[src/design/fcrq_pkg.sv]
`default_nettype none
// ----------------------------------------------------------------------------
// fcrq_pkg
// Shared codes, record layout and handshake structs for the frame capture
// ring queue.
// ----------------------------------------------------------------------------
package fcrq_pkg;

    localparam int CMD_W    = 2;
    localparam int STATUS_W = 3;
    localparam int STAMP_W  = 63;
    localparam int LEN_W    = 12;
    localparam int CNT_W    = 32;

    // request commands
    localparam logic [CMD_W-1:0] CMD_ARRIVAL = 2'd0;
    localparam logic [CMD_W-1:0] CMD_POLL    = 2'd1;
    localparam logic [CMD_W-1:0] CMD_RESTART = 2'd2;

    // result status codes
    localparam logic [STATUS_W-1:0] ST_STORED  = 3'd0;
    localparam logic [STATUS_W-1:0] ST_DROPPED = 3'd1;
    localparam logic [STATUS_W-1:0] ST_IGNORED = 3'd2;
    localparam logic [STATUS_W-1:0] ST_RECORD  = 3'd3;
    localparam logic [STATUS_W-1:0] ST_EMPTY   = 3'd4;
    localparam logic [STATUS_W-1:0] ST_CLEARED = 3'd5;

    localparam logic [1:0]       TYPE_MISC     = 2'd3;
    localparam logic [LEN_W-1:0] MIN_FRAME_LEN = 12'd2;

    typedef struct packed {
        logic [CMD_W-1:0]   command;
        logic [STAMP_W-1:0] timestamp_us;
        logic signed [7:0]  rssi;
        logic [7:0]         channel;
        logic [1:0]         packet_type;
        logic [LEN_W-1:0]   dump_length;
        logic [LEN_W-1:0]   signal_length;
        logic [7:0]         receive_state;
    } item_t;

    typedef struct packed {
        logic [STAMP_W-1:0] stamp;
        logic signed [7:0]  rssi;
        logic [7:0]         channel;
        logic [1:0]         ptype;
        logic [LEN_W-1:0]   orig_len;
        logic [LEN_W-1:0]   cap_len;
    } record_t;

    // controller -> datapath
    typedef struct packed {
        logic exec;          // execute the request presented this cycle
        logic load_record;   // capture RAM read data into the result
    } ctrl_cmd_t;

    // datapath -> controller
    typedef struct packed {
        logic need_read;     // presented request is a poll on a non-empty ring
    } dp_status_t;

endpackage
`default_nettype wire

[src/design/fcrq_ctrl.sv]
`default_nettype none
// ----------------------------------------------------------------------------
// fcrq_ctrl
// Handshake controller: accepts requests, waits out RAM reads, presents results.
// ----------------------------------------------------------------------------
module fcrq_ctrl
    import fcrq_pkg::*;
(
    input  wire logic       clk,
    input  wire logic       rst_n,
    input  wire logic       in_valid,
    output logic            in_ready,
    output logic            out_valid,
    input  wire logic       out_ready,
    input  wire dp_status_t sts,
    output ctrl_cmd_t       cmd
);

    typedef enum logic [1:0] {
        S_IDLE,
        S_READ,
        S_OUT
    } state_t;

    state_t state_reg, state_next;
    logic   in_fire;

    always_comb
    begin
        in_ready  = 1'b0;
        out_valid = 1'b0;
        unique case (state_reg)
            S_IDLE:  in_ready = 1'b1;
            S_READ:  in_ready = 1'b0;
            S_OUT:
            begin
                out_valid = 1'b1;
                in_ready  = out_ready;
            end
            default: in_ready = 1'b0;
        endcase
        in_fire         = in_valid && in_ready;
        cmd.exec        = in_fire;
        cmd.load_record = (state_reg == S_READ);

        state_next = state_reg;
        unique case (state_reg)
            S_IDLE:
            begin
                if (in_fire)
                begin
                    state_next = sts.need_read ? S_READ : S_OUT;
                end
            end
            S_READ: state_next = S_OUT;
            S_OUT:
            begin
                if (in_fire)
                begin
                    state_next = sts.need_read ? S_READ : S_OUT;
                end
                else if (out_ready)
                begin
                    state_next = S_IDLE;
                end
            end
            default: state_next = S_IDLE;
        endcase
    end

    always_ff @(posedge clk or negedge rst_n)
    begin
        if (!rst_n)
        begin
            state_reg <= S_IDLE;
        end
        else
        begin
            state_reg <= state_next;
        end
    end

    a_read_follows_poll: assert property (@(posedge clk) disable iff (!rst_n)
        (state_reg == S_READ) |-> $past(cmd.exec && sts.need_read))
        else $error("read wait entered without a polling hit");

endmodule
`default_nettype wire

[config.mk]
export PLATFORM = sky130hd
export DESIGN_NAME = fcrq_ctrl
export DESIGN_NICKNAME = d
export VERILOG_FILES = /design/src/design/fcrq_pkg.sv /design/src/design/fcrq_ctrl.sv
export SDC_FILE = /design/constraint.sdc
export NUM_CORES = 1
export LEC_CHECK = 0
export BUFFER_PORTS_ARGS = -buffer_cell sky130_fd_sc_hd__buf_2
export CAP_MARGIN = 15
export CORE_AREA = 4 4 41 43
export DETAILED_ROUTE_END_ITERATION = 16
export DIE_AREA = 0 0 45 47
export PLACE_DENSITY = 0.38
export SYNTH_ARGS = -nofsm -noshare
export SYNTH_HDL_FRONTEND = slang
export SYNTH_SLANG_ARGS = --single-unit
[constraint.sdc]
create_clock -name clk -period 1.8 [get_ports clk]
set_input_delay 0 -clock clk [delete_from_list [all_inputs] [get_ports clk]]
set_output_delay 0 -clock clk [all_outputs]
set_load 0.01 [all_outputs]
After elaboration in Yosys (flattened, before gate mapping)
Index checks and enable logic that the tools add are counted.

word-level totals
  bits in registers = 2
  bits of input ports = 5
  output and inout port bits = 4
  word-level logic and storage cells = 15

operators by class
  equality and inequality tests = 4
  muxes and demuxes = 7
  reduce and logical (&&, ||, !) cells = 3

operator list
  cell                count
  $mux 2              4
  $pmux 2 s3          1
  $ne 3x3->1 const B  1
  $eq 2x1->1 const B  1
  $eq 2x2->1 const B  1
  $logic_not 2->1     1
  $ne 2x2->1 const B  1
  $pmux 1 s2          1
  $reduce_and 2->1    1
  $logic_and 1x1->1   1
  $mux 1              1

Depth between registers and ports, before layout
Gate-level depths: netlist of run 1.

  word-level depth = 5
  gate-level depth with buffers = 4
  gate-level depth less buffers = 3

Least setup slack after synthesis of run 1
No wires, ideal clock.

  path kind = reg2reg
  from = reg state_reg[0]
  to = reg state_reg[1]
  library setup time = 125 ps
  arrival = 757 ps
  required time = 1675 ps
  slack = 918 ps
  cell stages (with the launch flop) = 3
  path buffers = 0
  period minus slack after synthesis = 882 ps
  cell sequence = dfrtp_1 -> and2b_1 -> o21bai_1

RTL lines
  element                   line             RTL
  start: declaration        fcrq_ctrl.sv:25  state_t state_reg, state_next;
  start signal: assignment  fcrq_ctrl.sv:79  state_reg <= state_next;

==> metrics.yaml, run 1 <==
outcome: "complete, no violations"
ant_nets: 0
hold_path.class: "input pin to register"
largest_reg_flops: 2
grt_remaining_overflow: 0
whs_ns: 0.0268
initial_core_util: 0.0962
ys_warn_count: 0
cts_root_buffer: "clkbuf_4"
hold_violations: 0
port_buffers: 8
setup_tns_ns: 0
wl_per_cell_um: 8.92
gp_congestion: 0.626
p_per_area_nw_per_um2: 964
die_h_um: 47
r2r_start: "state_reg[0]"
clk_latency_ns: 0.23
avgSynthCellArea_sq_um: 10.4
critical_path_peak_fanout: 3
firstDrtPassIters: 1
clockBufferDepth: 2
grt_usage: 0.0458
nNetsFinal: 30
grt_max_degree: 5
num_vias: 120
syn-cell-area_sq_um: 125
setup_viol: 0
irDropWorstVdd_mv: 0.202
rrSetupSlack_ns: 0.91
synthCells: 12
fp.dieW_um: 45
vias_per_cell: 3.16
ys_ff_latch: 2
cap_violations: 0
worstReg2RegEnd: "state_reg[1]"
die_area_sq_um: 2120
slew_headroom: 0.879
syn_nets: 17
drive_gt1_frac: 0.565
p_leak_uw: 0.000112
fin_skew_ns: 0.000308
insertedDiodeCount: 0
drcViolationCount: 0
reg2reg_depth: 2
io_pins: 9
min_period_ns: 1.09
arrival_ns: 1.09
synthToLayoutAreaGrowth_pct: 67.0
drv_slew: 0
cp-startpoint: "state_reg[1]"
tightest_slew_ns: 0.182
most-common-layout-cells: "buf_2, clkbuf_4, dfrtp_1"
routed_wl_um: 339
htreeDepth: 1
num_rows: 13
fmax_mhz: 916
setup.worst_path.class: "register to primary output"
num-fill-cells: 152
fin_crit_sh: 0.606
post_cts_buffers: 0
worstSetupEndpointType: "primary output"
drtIter0Drc: 0
critPathRequiredTime_ns: 1.80
ys_seq_area_frac: 0.400
cts_made_buffers: 3
clkSinkCount: 2
rsz0062_at_grt: "false"
start_kind: "register"
grt_antenna_before_repair: 0
clkTransAtPathRegs_ns: 0.03
core_area_sq_um: 1300
grt_pass1_vias: 148
layout_commonest_cell: "buf_2"
grt_pass1_wl_um: 565
synth_cell_types: 11
cts_tree: "yes"
endpoint: "cmd[1]"
## power by group
part / total (uW) / switching [uW] / internal [uW]
clock: 102 / 27.9 / 73.8
combinational: 44.8 / 20.3 / 24.4
sequential: 55.0 / 4.77 / 50.2
## synth_stat cells
library cell	number	area (sq um)
and2_1	1	6.26
nor2_4	1	11.3
and3_1	1	6.26
nor2b_4	1	13.8
inv_1	1	3.75
and2b_1	1	7.51
o21bai_1	1	7.51
buf_4	1	7.51
dfrtp_1	2	50.1
nor2b_1	1	6.26
a21oi_1	1	5.00
## critical path, cell delays in order (launching register included)
cell and delay, ns:
dfrtp_1 0.38, nor2b_4 0.14, nor2_4 0.08, and2_1 0.14, buf_2 0.12
## layout make-up
type	count	area [sq um]	share of cell area
multi-input combinational	8	63.8	0.305
sequential	2	50.0	0.240
timing repair buffer	9	50.0	0.240
clock buffer	3	22.5	0.108
tap	15	18.8	0.0898
inverter	1	3.75	0.0180
## what timing repair did
action                                 4_1_cts  5_1_grt
hold buffers                                 1        0
setup endpoints to repair                    0        0
gates resized for setup                      0        0
endpoints found under the hold margin        2        0
## per-stage QoR
step           worst slack (ns)  power [uW]  cells  area (sq um)   util
2_1_floorplan             0.918        82.9     12           125      -
3_3_place_gp              0.936        98.2     34           176  0.136
3_5_place_dp              0.912        99.5     34           176  0.136
4_1_cts                   0.690         209     38           209  0.161
5_1_grt                   0.636         217     38           209  0.161
6_report                  0.709         201     38           209  0.161
## cells by family (layout without fill, tap and decap cells)
group,Yosys count,count (layout),share of synthesized area
and+or+nand+nor,6,6,0.410
DFF,2,2,0.400
buffers and inverters,2,13,0.0900
AOI/OAI and AO/OA,2,2,0.100
## worst min path at each step
stage	endpoint	cells after the start	slack [ns]	start
floorplan	state_reg[0]	0	-0.30	rst_n
global placement	state_reg[0]	1	-0.21	rst_n
detailed placement	state_reg[1]	1	-0.21	rst_n
CTS	state_reg[0]	2	0.02	sts
global route	state_reg[0]	2	0.04	sts
finish	state_reg[0]	2	0.03	sts
## metal layers
| layer | track usage | share of wire | vias to the layer above |
|---|---|---|---|
| met5 | 0 | 0 | - |
| met4 | 0.0877 | 0.044 | 0 |
| met3 | 0.0230 | 0.12 | 2 |
| met2 | 0.0508 | 0.36 | 10 |
| met1 | 0.0433 | 0.47 | 47 |
| li1 | - | - | 61 |
No activity file was read; power rests on OpenSTA's default activity.
==> run 2: changes to the inputs <==
- ABC_AREA: not set -> 1
- PLACE_DENSITY: 0.38 -> 0.41
- clock period: 1.8 -> 1 ns (I/O delays scaled with it)
==> run 2 against run 1 <==
Against the previous run: worst hold slack improved by 0.056 ns; largest power group is now combinational cells; largest cell class is now buffers; via count increased by 52%; flip-flop and latch count is the same.
==> metrics.yaml, run 2 <==
critical_path_peak_fanout: 4
wl_per_cell_um: 7.20
dp_hpwl_um: 274
cts_made_buffers: 3
grt_antenna_before_repair: 0
grt_usage: 0.0545
grt_max_degree: 6
hold_violations: 0
pre_cts_ws_ns: 0.0834
drtIter0Drc: 0
synth_edf_count: 0
cts_root_buffer: "clkbuf_4"
clk_latency_ns: 0.23
synth_most_common_cell: "nand2_1"
routed_wl_um: 396
num_rows: 13
p_int_uw: 387
htreeDepth: 1
ys_ff_latch: 2
power_frac_clock: 0.306
drv_slew: 0
seqPwrFrac: 0.231
p_sw_frac: 0.349
endpoint: "cmd[1]"
multi_input_area_sq_um: 75.1
worstSetupEndpointType: "primary output"
io_pins: 9
die_h_um: 47
rsz0062_at_grt: "true"
total_power_uw: 594
instances_no_fill: 55
clkSinkCount: 2
synthCells: 26
p_leak_uw: 0.000171
port_buffers: 8
hold_path.class: "input pin to asynchronous set/reset pin"
p_sw_uw: 207
grt_pass1_wl_um: 710
arrival_ns: 0.98
cp-startpoint: "state_reg[1]"
drcViolationCount: 0
tightest_slew_ns: 0.133
outcome: "complete, no violations"
insertedDiodeCount: 0
regArea_sq_um: 51.3
slew_headroom: 0.912
num-fill-cells: 159
avgSynthCellArea_sq_um: 5.73
syn_nets: 31
synth_top_area_frac: 0.336
layout_setup_ws_ns: 0.0218
whs_ns: 0.0832
post-route-util: 0.219
layout_commonest_cell: "nand2_1"
p_per_area_nw_per_um2: 2080
start_kind: "register"
drive_gt1_frac: 0.525
grt_pass1_vias: 183
vias_per_cell: 3.31
power_frac_comb: 0.463
r2r_start: "state_reg[1]"
reg2reg_depth: 7
synth_ff_type: "dfrtp_1"
grt_remaining_overflow: 0
gp_congestion: 0.674
syn-cell-area_sq_um: 149
async_flop_share: 1.00
setup.worst_path.class: "register to primary output"
initial_core_util: 0.114
firstDrtPassIters: 1
ant_nets: 0
fmax_mhz: 1020
worstReg2RegEnd: "state_reg[1]"
nNetsFinal: 47
clkTransAtPathRegs_ns: 0.03
largest_reg_flops: 2
synth_cell_types: 8
dp_cells: 48
fin_crit_sh: 0.978
die_area_sq_um: 2120
ys_warn_count: 0
fin_skew_ns: 0.00501
min_period_ns: 0.978
irDropWorstVdd_mv: 0.371
yosys.area.top_type: "dfrtp_1"
ys_seq_area_frac: 0.336
most-common-layout-cells: "nand2_1, buf_2, inv_1, nor2_1"
fp.dieW_um: 45
critPathRequiredTime_ns: 1.00
cts_tree: "yes"
synth_area_leaders: "dfrtp_1, nand2_1, inv_1"
rrSetupSlack_ns: 0.04
core_area_sq_um: 1300
setup_viol: 0
clockBufferDepth: 2
synthTopCellsByCount: "nand2_1, inv_1, nor2_1"
cap_violations: 0
num_vias: 182
synthToLayoutAreaGrowth_pct: 91.6
==> run 2: cell types whose count changed after synthesis, moves of 2 or more <==
cell     previous run  this run
nand2_1             0         8
nand3_1             0         2
nor2_1              0         5
inv_1               1         6
==> run 2: timing repair <==
action	4_1_cts	5_1_grt
hold buffers	2	0
gates resized for setup	1	8
endpoints found under the setup margin	1	4
pin swaps	1	2
buffers inserted	2	0
hold endpoints to repair	3	0
==> run 2: how the worst min path moves through the flow <==
stage | from | to | slack, ns | cells past startpoint
2_1_floorplan | rst_n | state_reg[0] | -0.30 | 0
3_3_place_gp | rst_n | state_reg[0] | -0.21 | 1
3_5_place_dp | rst_n | state_reg[0] | -0.21 | 1
4_1_cts | rst_n | state_reg[1] | 0.07 | 2
5_1_grt | rst_n | state_reg[1] | 0.12 | 2
6_report | rst_n | state_reg[1] | 0.08 | 2
==> run 2: critical path, cell delays in order, from the launching register on <==
cell and delay [ns]:
dfrtp_2 0.43, nand2_2 0.09, nand3_2 0.08, inv_2 0.06
buf_6 0.09
==> run 2: power groups by stage <==
stage	logic (uW)	registers [uW]	clock network, uW
2_1_floorplan	123	129	0
3_3_place_gp	175	131	0
3_5_place_dp	171	133	0
4_1_cts	223	125	194
5_1_grt	314	144	196
6_report	275	137	182
==> run 2: cell type report <==
| type | count | share of cell area |
|---|---|---|
| multi-input cells | 16 | 0.263 |
| clock buffers | 3 | 0.0789 |
| flip-flops and latches | 2 | 0.180 |
| inverters | 7 | 0.0921 |
| repair buffers | 12 | 0.320 |
| well taps | 15 | 0.0658 |
==> run 2: metrics by stage <==
step	TNS [ns]	cell area, sq um
2_1_floorplan	0	149
3_3_place_gp	0	200
3_5_place_dp	0	200
4_1_cts	0	263
5_1_grt	-0.114	285
6_report	0	285
==> run 2: cell families (layout without fill, tap and decap cells) <==
group                  after synthesis  in the layout  share of synthesized area
and+or+nand+nor                     16             16                      0.437
buffers and inverters                8             22                      0.227
DFF                                  2              2                      0.336
==> run 2: per-layer routing <==
layer  GRT usage  share of wire  vias up
met5           0              0        -
met1      0.0432           0.34       77
li1            -              -      100
met3      0.0230          0.093        0
met2      0.0819           0.56        5
met4      0.0877              0        0
