File: config.mk
export PLATFORM = sky130hd
export DESIGN_NAME = fcrq_datapath
export DESIGN_NICKNAME = d
export VERILOG_FILES = /design/src/design/fcrq_pkg.sv /design/src/design/fcrq_ram.sv /design/src/design/fcrq_datapath.sv
export SDC_FILE = /design/constraint.sdc
export NUM_CORES = 2
export LEC_CHECK = 0
export BUFFER_PORTS_ARGS = -buffer_cell sky130_fd_sc_hd__buf_2
export CORE_MARGIN = 10
export CORE_UTILIZATION = 25
export DETAILED_ROUTE_END_ITERATION = 8
export PLACE_DENSITY = 0.44
export SETUP_SLACK_MARGIN = 0.5
export SYNTH_ARGS = -nofsm -noshare
export SYNTH_HDL_FRONTEND = slang
export SYNTH_SLANG_ARGS = --single-unit
export TNS_END_PERCENT = 100
File: constraint.sdc
create_clock -name clk -period 16.95 [get_ports clk]
set_input_delay 3.39 -clock clk [delete_from_list [all_inputs] [get_ports clk]]
set_output_delay 3.39 -clock clk [all_outputs]
set_load 0.05 [all_outputs]
File: src/design/fcrq_pkg.sv
`default_nettype none
// ----------------------------------------------------------------------------
// fcrq_pkg
// Shared codes, record layout and handshake structs for the frame capture
// ring queue.
// ----------------------------------------------------------------------------
package fcrq_pkg;

    localparam int CMD_W    = 2;
    localparam int STATUS_W = 3;
    localparam int STAMP_W  = 63;
    localparam int LEN_W    = 12;
    localparam int CNT_W    = 32;

    // request commands
    localparam logic [CMD_W-1:0] CMD_ARRIVAL = 2'd0;
    localparam logic [CMD_W-1:0] CMD_POLL    = 2'd1;
    localparam logic [CMD_W-1:0] CMD_RESTART = 2'd2;

    // result status codes
    localparam logic [STATUS_W-1:0] ST_STORED  = 3'd0;
    localparam logic [STATUS_W-1:0] ST_DROPPED = 3'd1;
    localparam logic [STATUS_W-1:0] ST_IGNORED = 3'd2;
    localparam logic [STATUS_W-1:0] ST_RECORD  = 3'd3;
    localparam logic [STATUS_W-1:0] ST_EMPTY   = 3'd4;
    localparam logic [STATUS_W-1:0] ST_CLEARED = 3'd5;

    localparam logic [1:0]       TYPE_MISC     = 2'd3;
    localparam logic [LEN_W-1:0] MIN_FRAME_LEN = 12'd2;

    typedef struct packed {
        logic [CMD_W-1:0]   command;
        logic [STAMP_W-1:0] timestamp_us;
        logic signed [7:0]  rssi;
        logic [7:0]         channel;
        logic [1:0]         packet_type;
        logic [LEN_W-1:0]   dump_length;
        logic [LEN_W-1:0]   signal_length;
        logic [7:0]         receive_state;
    } item_t;

    typedef struct packed {
        logic [STAMP_W-1:0] stamp;
        logic signed [7:0]  rssi;
        logic [7:0]         channel;
        logic [1:0]         ptype;
        logic [LEN_W-1:0]   orig_len;
        logic [LEN_W-1:0]   cap_len;
    } record_t;

    // controller -> datapath
    typedef struct packed {
        logic exec;          // execute the request presented this cycle
        logic load_record;   // capture RAM read data into the result
    } ctrl_cmd_t;

    // datapath -> controller
    typedef struct packed {
        logic need_read;     // presented request is a poll on a non-empty ring
    } dp_status_t;

endpackage
`default_nettype wire

File: src/design/fcrq_ram.sv
`default_nettype none
// ----------------------------------------------------------------------------
// fcrq_ram
// Simple dual-port RAM: one write port, one read port with registered data.
// ----------------------------------------------------------------------------
module fcrq_ram #(
    parameter int WIDTH = 8,
    parameter int DEPTH = 32
) (
    input  wire logic                     clk,
    input  wire logic                     wr_en,
    input  wire logic [$clog2(DEPTH)-1:0] wr_addr,
    input  wire logic [WIDTH-1:0]         wr_data,
    input  wire logic                     rd_en,
    input  wire logic [$clog2(DEPTH)-1:0] rd_addr,
    output logic      [WIDTH-1:0]         rd_data
);

    logic [WIDTH-1:0] mem [DEPTH];

    always_ff @(posedge clk)
    begin
        if (wr_en)
        begin
            mem[wr_addr] <= wr_data;
        end
        if (rd_en)
        begin
            rd_data <= mem[rd_addr];
        end
    end

endmodule
`default_nettype wire

File: src/design/fcrq_datapath.sv
`default_nettype none
// ----------------------------------------------------------------------------
// fcrq_datapath
// Ring pointers, counters, record RAM and result register.
// ----------------------------------------------------------------------------
module fcrq_datapath
    import fcrq_pkg::*;
#(
    parameter int QUEUE_SLOTS   = 32,
    parameter int SNAPSHOT_SIZE = 128
) (
    input  wire logic                clk,
    input  wire logic                rst_n,
    input  wire logic                cfg_write_en,
    input  wire logic                cfg_write_data,
    input  wire item_t               item,
    input  wire ctrl_cmd_t           cmd,
    output dp_status_t               sts,
    output logic [STATUS_W-1:0]      status,
    output record_t                  record,
    output logic [CNT_W-1:0]         received_total,
    output logic [CNT_W-1:0]         dropped_total,
    output logic [CNT_W-1:0]         byte_total
);

    localparam int PTR_W = $clog2(QUEUE_SLOTS);
    localparam logic [PTR_W-1:0] LAST_SLOT = PTR_W'(QUEUE_SLOTS - 1);
    localparam logic [LEN_W-1:0] SNAP_LEN  = LEN_W'(SNAPSHOT_SIZE);

    logic                capture_en_reg;
    logic [PTR_W-1:0]    wr_ptr_reg, wr_ptr_next;
    logic [PTR_W-1:0]    rd_ptr_reg, rd_ptr_next;
    logic [CNT_W-1:0]    recv_reg, recv_next;
    logic [CNT_W-1:0]    drop_reg, drop_next;
    logic [CNT_W-1:0]    byte_reg, byte_next;
    logic [STATUS_W-1:0] status_reg, status_next;
    record_t             record_reg;
    record_t             wr_record;
    record_t             rd_record;

    logic [LEN_W-1:0] frame_len;
    logic             frame_ok;
    logic [PTR_W-1:0] wr_ptr_inc, rd_ptr_inc;
    logic             ring_full, ring_empty;
    logic             ram_wr, ram_rd;

    always_comb
    begin
        frame_len  = (item.dump_length != '0) ? item.dump_length : item.signal_length;
        frame_ok   = capture_en_reg && (item.packet_type != TYPE_MISC)
                     && (item.receive_state == '0) && (frame_len >= MIN_FRAME_LEN);
        wr_ptr_inc = (wr_ptr_reg == LAST_SLOT) ? '0 : wr_ptr_reg + PTR_W'(1);
        rd_ptr_inc = (rd_ptr_reg == LAST_SLOT) ? '0 : rd_ptr_reg + PTR_W'(1);
        ring_full  = (wr_ptr_inc == rd_ptr_reg);
        ring_empty = (rd_ptr_reg == wr_ptr_reg);

        wr_record.stamp    = item.timestamp_us;
        wr_record.rssi     = item.rssi;
        wr_record.channel  = item.channel;
        wr_record.ptype    = item.packet_type;
        wr_record.orig_len = frame_len;
        wr_record.cap_len  = (frame_len < SNAP_LEN) ? frame_len : SNAP_LEN;

        sts.need_read = (item.command == CMD_POLL) && !ring_empty;
        ram_rd        = cmd.exec && sts.need_read;
    end

    always_comb
    begin
        wr_ptr_next = wr_ptr_reg;
        rd_ptr_next = rd_ptr_reg;
        recv_next   = recv_reg;
        drop_next   = drop_reg;
        byte_next   = byte_reg;
        status_next = ST_IGNORED;
        ram_wr      = 1'b0;
        case (item.command)
            CMD_ARRIVAL:
            begin
                if (frame_ok)
                begin
                    recv_next = recv_reg + CNT_W'(1);
                    byte_next = byte_reg + CNT_W'(frame_len);
                    if (ring_full)
                    begin
                        drop_next   = drop_reg + CNT_W'(1);
                        status_next = ST_DROPPED;
                    end
                    else
                    begin
                        ram_wr      = cmd.exec;
                        wr_ptr_next = wr_ptr_inc;
                        status_next = ST_STORED;
                    end
                end
            end
            CMD_POLL:
            begin
                if (!ring_empty)
                begin
                    rd_ptr_next = rd_ptr_inc;
                    status_next = ST_RECORD;
                end
                else
                begin
                    status_next = ST_EMPTY;
                end
            end
            CMD_RESTART:
            begin
                wr_ptr_next = '0;
                rd_ptr_next = '0;
                recv_next   = '0;
                drop_next   = '0;
                byte_next   = '0;
                status_next = ST_CLEARED;
            end
            default:
            begin
                status_next = ST_IGNORED;
            end
        endcase
    end

    always_ff @(posedge clk or negedge rst_n)
    begin
        if (!rst_n)
        begin
            capture_en_reg <= 1'b0;
            wr_ptr_reg     <= '0;
            rd_ptr_reg     <= '0;
            recv_reg       <= '0;
            drop_reg       <= '0;
            byte_reg       <= '0;
        end
        else
        begin
            if (cfg_write_en)
            begin
                capture_en_reg <= cfg_write_data;
            end
            if (cmd.exec)
            begin
                wr_ptr_reg <= wr_ptr_next;
                rd_ptr_reg <= rd_ptr_next;
                recv_reg   <= recv_next;
                drop_reg   <= drop_next;
                byte_reg   <= byte_next;
            end
        end
    end

    // result payload: zero record now, fill from RAM in the next cycle on a hit
    always_ff @(posedge clk)
    begin
        if (cmd.exec)
        begin
            status_reg <= status_next;
            record_reg <= '0;
        end
        else if (cmd.load_record)
        begin
            record_reg <= rd_record;
        end
    end

    fcrq_ram #(
        .WIDTH ($bits(record_t)),
        .DEPTH (QUEUE_SLOTS)
    ) u_store (
        .clk     (clk),
        .wr_en   (ram_wr),
        .wr_addr (wr_ptr_reg),
        .wr_data (wr_record),
        .rd_en   (ram_rd),
        .rd_addr (rd_ptr_reg),
        .rd_data (rd_record)
    );

    assign status         = status_reg;
    assign record         = record_reg;
    assign received_total = recv_reg;
    assign dropped_total  = drop_reg;
    assign byte_total     = byte_reg;

    a_restart_clears: assert property (@(posedge clk) disable iff (!rst_n)
        (cmd.exec && item.command == CMD_RESTART) |=>
        (wr_ptr_reg == '0 && rd_ptr_reg == '0 && recv_reg == '0
         && drop_reg == '0 && byte_reg == '0))
        else $error("restart left pointers or counters set");

    a_ptr_range: assert property (@(posedge clk) disable iff (!rst_n)
        (wr_ptr_reg <= LAST_SLOT) && (rd_ptr_reg <= LAST_SLOT))
        else $error("ring pointer beyond last slot");

    a_drop_holds_wr: assert property (@(posedge clk) disable iff (!rst_n)
        (cmd.exec && status_next == ST_DROPPED) |=> $stable(wr_ptr_reg))
        else $error("dropped frame moved the write pointer");

endmodule
`default_nettype wire

# Yosys cells after proc, flatten, opt, wreduce, memory -nomap -nowiden
# Memories as Yosys holds them, arrays and structs flattened. A register that Yosys moved wholly into a read port is not among the register bits.
# Cells that the tools add are included.
# Widths: inputs -> output; s select.
totals:
  regBits: 215
  ramBits: 3360
  inputBits: 121
  output_inout_bits: 205
  elab_cells: 72
  n_memories: 1
classes:
  addsub: 5
  order_cmp: 2
  n_eq_ne: 11
  n_mux: 25
  n_reduce_logical: 15
memory_table:
  columns: ["name", "depth", "width", "rd", "rd_ports_with_merged_regs", "wr", "line", "rtl"]
  rows:
  - ["u_store.mem", 32, 105, 1, 1, 1, "fcrq_ram.sv:19", "logic [WIDTH-1:0] mem [DEPTH];"]
ops:
  columns: ["op", "n"]
  rows:
  - ["$pmux 32 s2", 3]
  - ["$mux 32", 4]
  - ["$add 32x1->32 const B", 2]
  - ["$add 32x12->32", 1]
  - ["$mux 5", 5]
  - ["$mux 12", 2]
  - ["$pmux 5 s2", 2]
  - ["$ge 12x2->1 const B", 1]
  - ["$lt 12x8->1 const B", 1]
  - ["$reduce_bool 12->1", 1]
  - ["$add 5x1->5 const B", 2]
  - ["$eq 5x5->1", 2]
  - ["$eq 5x5->1 const B", 2]
  - ["$ne 2x2->1 const B", 5]
  - ["$pmux 3 s3", 1]
  - ["$logic_not 8->1", 1]
  - ["$reduce_and 4->1", 2]
  - ["$mux 1", 6]
  - ["$reduce_and 3->1", 2]
  - ["$logic_and 1x1->1", 5]
  - ["$reduce_bool 2->1", 2]
  - ["$mux 3", 1]
  - ["$eq 2x1->1 const B", 1]
  - ["$eq 2x2->1 const B", 1]
  - ["3 further kinds", 3]

# Logic depth before layout (Yosys ltp)
depth:
  depth_word: 8
  mapped_depth: 14

# Hierarchy
# Synthesis repeated with hierarchy kept, for this count alone.
unflattened:
  hier_cells: 7203
  hier_area_um2: 140985.2
modules_own_cells:
  columns: ["module", "instances", "cells_each", "area_each_um2"]
  rows:
  - ["fcrq_ram", 1, 6121, 130741.6]
  - ["fcrq_datapath", 1, 1082, 10243.6]

# Worst setup path before layout
# OpenSTA, ideal clock, no wires.
synth_path:
  path_type: "input to register"
  from: "in item[113] in the netlist's numbering"
  to: "mem u_store.mem[15][0] in the netlist's numbering, enable pin"
  setup_ns: 0.570
  t_arrival_ns: 8.857
  slack_ns: 7.523
  cell_stages: 7
  cell_sequence: "clkbuf_1 -> nor2_1 -> o21a_1 -> buf_6 -> and3_1 -> nand2_1 -> nor2_1"
synth_between:
  elab_chain_len: 4
synth_lines:
  columns: ["item", "line", "rtl"]
  rows:
  - ["from (decl)", "fcrq_datapath.sv:16", "input wire item_t item,"]
  - ["$logic_not 2->1", "fcrq_datapath.sv:77", "case (item.command)"]
  - ["$mux 1", "fcrq_datapath.sv:77", null]
  - ["$mux 1", "fcrq_ram.sv:23", "if (wr_en)"]
  - ["$mux 1 (implied by the code)", "fcrq_ram.sv:25", "mem[wr_addr] <= wr_data;"]
  - ["to (decl)", "fcrq_ram.sv:19", null]
# No other way between the ends.

# Final worst setup path
layout_path:
  from: "in item[114] in the netlist's numbering"
  to: "out sts"
layout_between:
  elab_chain_len: 2
layout_lines:
  columns: ["item", "line", "rtl"]
  rows:
  - ["$eq 2x1->1", "fcrq_datapath.sv:64", "sts.need_read = (item.command == CMD_POLL) && !ring_empty;"]
  - ["$logic_and 1x1->1", "fcrq_datapath.sv:64", null]
  - ["to (decl)", "fcrq_datapath.sv:18", "output dp_status_t sts,"]
# No other way between the ends.

==> flow_summary.toml <==
[synth]
synth_seq_cells = 3680
yosysWarnings = 0
synth_xor_area_share_pct = 0.512
synth_area_sq_um = 140000
synth_top_family_by_area = "multiplexers"
synth_compound_area_share_pct = 0.498
yosys.area.top_type = "edfxtp_1"
synth_edf_count = 3468
synth_flop_cell = "edfxtp_1"
yosys-top-cells-area = "edfxtp_1 (74%), mux4_2 (17%), dfrtp_1 (1.9%)"
ys_types = 64
synth_most_common_cell = "edfxtp_1"
synth_seq_area_share_pct = 77.6
post_synth.cell_area_avg_sq_um = 22.9
synthMuxAreaShare_pct = 17.8
synth_adder_area_share_pct = 0.219
synth_simple_gate_area_share_pct = 2.33
synth_common_cells = "edfxtp_1 (3468), mux4_2 (1050), nand2_1 (310)"
synth_top_area_share_pct = 74.2
syn_inst = 6131
async_flop_share_pct = 2.91

[grt]
grt_max_degree = 126
grt_first_pass_wirelength_mm = 562
grt_use_met2_pct = 21.1
grt.met3_usage_pct = 3.16
grt_pass1_vias = 68300
top_usage_layer = "met2"
grt_use_total_pct = 13.2
antenna_found_initial = 82
grt_use_met1_pct = 18.3
overflow = 0

[cts]
cts_tree = "yes"
worstSkewPairLatency_ns = 1.01
h-tree-depth = 5
cts-root-buf = "clkbuf_16"
clock_sinks = 3680
ctsHoldBuffers = 0
ctsResizeCount = 0
clk_pin_slew_ns = 0.06
cts_made_buffers = 395
postCtsSetupBuffers = 0
cts.path.max_buffers = 4

[drt]
vias = 66000
drt_wl_total_mm = 403
detail-route-antenna-nets = 0
drt_first_pass_iters = 6
drc = 0
wl_per_cell_um = 27.5
drt_iter0_markers = 6126
viasPerCell = 4.51

[worst_setup_path]
critPathKind = "in -> out"
critPathCaptureType = "output port"
path_delay_family = "buffers and inverters"
cp.required_ns = 13.56
cp.arrival_ns = 4.73
cp_max_fo = 8
critPathSlowestCell = "a21oi_1"
cp_cell_sequence = "buf_2 > inv_1 > nand2_1 > a21oi_1 > buf_2"
critPathLaunchType = "input port"
crit_top_cell = "buf_2"
max_stage_delay_ns = 0.52
cp.buffers_inverters = 3

[floorplan]
die_w_um = 769
fp.coreArea_sq_um = 560000
rows = 275
die_area_sq_um = 592000
io_pins = 326
initial_core_util_pct = 25.1
die_y_um = 769

[sta]
finalSetupViolations = 0
finalCritPeriodShare_pct = 47.9
tightest_slew_ns = 1.31
hold_violations = 0
slew_headroom_pct = 12.5
clock.fmax_mhz = 123
final_max_slew_viol_count = 0
layout_min_cycle_time_ns = 8.12
skew_ns = 0.0941
setup_tns_ns = 0
rsz0062_at_grt = "false"

[layout]
layout-drive-gt1-share_pct = 30.5
final_net_count = 6977
area_growth_pct = 17.5
largest_register_ffs = 3360

[placement]
post-dp-hpwl_mm = 228
gp_congestion = 0.766
io_buffers = 325

[power_and_ir_drop]
pwr_density_cell_nw_per_um2 = 133
worst_ir_drop_vdd_uv = 87.4
p_total_mw = 22.0
leakage_nw = 51.6

[flow_run]
cap_violations = 0

[status]
status = "completed"

[worst_hold_path]
worst_hold_path_type = "reg -> reg"
worst reg2reg max path, cell delays in order (launching register included):
cell and delay, ns:
dfrtp_4 0.89, buf_4 0.83, buf_4 0.91, buf_4 0.98, buf_4 0.87, mux4_2 0.49, mux4_2 0.48, nand2_1 0.21
nand2_1 0.25
area by class of cell:
cell class | instances | area, sq um
Inverter | 16 | 75.1
Sequential cell | 3680 | 109000
Antenna cell | 12 | 30.0
Timing Repair Buffer | 482 | 3030
Clock inverter | 226 | 2120
Fill cell | 54500 | 395000
Multi-Input combinational cell | 2257 | 30800
Tap cell | 7479 | 9360
Clock buffer | 493 | 10500
cells in the final DEF (no fill, tap or decap), types with 7 or more instances in the layout:
master and count:
buf_2 322, diode_2 12, clkinv_8 8, nor3_1 28, a21o_1 23, dfxtp_1 105
clkbuf_16 398, edfxtp_1 3468, xnor2_1 51, mux4_2 1050, clkinv_2 66, clkinv_1 92
nor2_4 34, o21ai_0 32, nand3_1 36, mux2_2 30, mux2i_1 106, inv_6 10
ha_1 23, nor2_1 198, and3_1 16, or3_1 16, xor2_1 31, clkbuf_1 76
inv_1 14, bufinv_16 31, clkbuf_8 20, a21oi_1 26, o31ai_1 7, nor4_1 15
nand4_1 20, conb_1 128, dfrtp_1 102, buf_4 142, buf_12 16, nand2_1 310
per-stage QoR:
| stage | util (%) | hold WS [ns] | setup WS (ns) | instances | instance area, sq um |
|---|---|---|---|---|---|
| after floorplan | - | 0.457 | 7.52 | 6258 | 141000 |
| after global placement | 27.2 | 0.468 | 8.82 | 13900 | 152000 |
| after detailed placement | 27.2 | 0.470 | 8.69 | 13900 | 152000 |
| after CTS | 29.4 | 0.483 | 8.84 | 14600 | 165000 |
| after global routing | 29.4 | 0.509 | 8.72 | 14600 | 165000 |
| final | 29.4 | 0.481 | 8.83 | 14600 | 165000 |
final timing paths:
check                                         startpoint                       endpoint  slack [ns]  depth (start not counted)
max reg2reg                    rd_ptr_reg[1]$_DFFE_PN0P_  u_store.rd_data[97]$_DFFE_PP_       10.70                          8
max in group asynchronous                          rst_n  dropped_total[12]$_DFFE_PN0P_       13.20                          2
min                        u_store.rd_data[19]$_DFFE_PP_        record[19]$_SDFFE_PP0P_        0.48                          2
min reg2reg                u_store.rd_data[19]$_DFFE_PP_        record[19]$_SDFFE_PP0P_        0.48                          2
max                                            item[114]                            sts        8.83                          5
min in group asynchronous                          rst_n  received_total[5]$_DFFE_PN0P_        2.51                          1
power breakdown:
group | switching, mW | internal [mW]
Clock | 3.61 | 4.86
Combinational | 1.91 | 1.46
Sequential | 0.104 | 10.0
cell families (layout without fill, tap and decap cells):
| group | Yosys count | in the layout |
|---|---|---|
| other | 1 | 140 |
| AO/OA/AOI/OAI | 112 | 112 |
| flip-flops | 3680 | 3680 |
| multiplexers | 1186 | 1186 |
| XOR/XNOR | 82 | 82 |
| AND/OR/NAND/NOR | 725 | 725 |
| adder cells (fa/ha/maj) | 24 | 24 |
| buffers and inverters | 321 | 1217 |
per-layer routing:
metal	wire, um	share of wire [%]
met2	188000	47
met1	177000	44
met3	28300	7.0
met5	275	0.068
met4	9510	2.4
No activity file was read; power rests on OpenSTA's default activity.
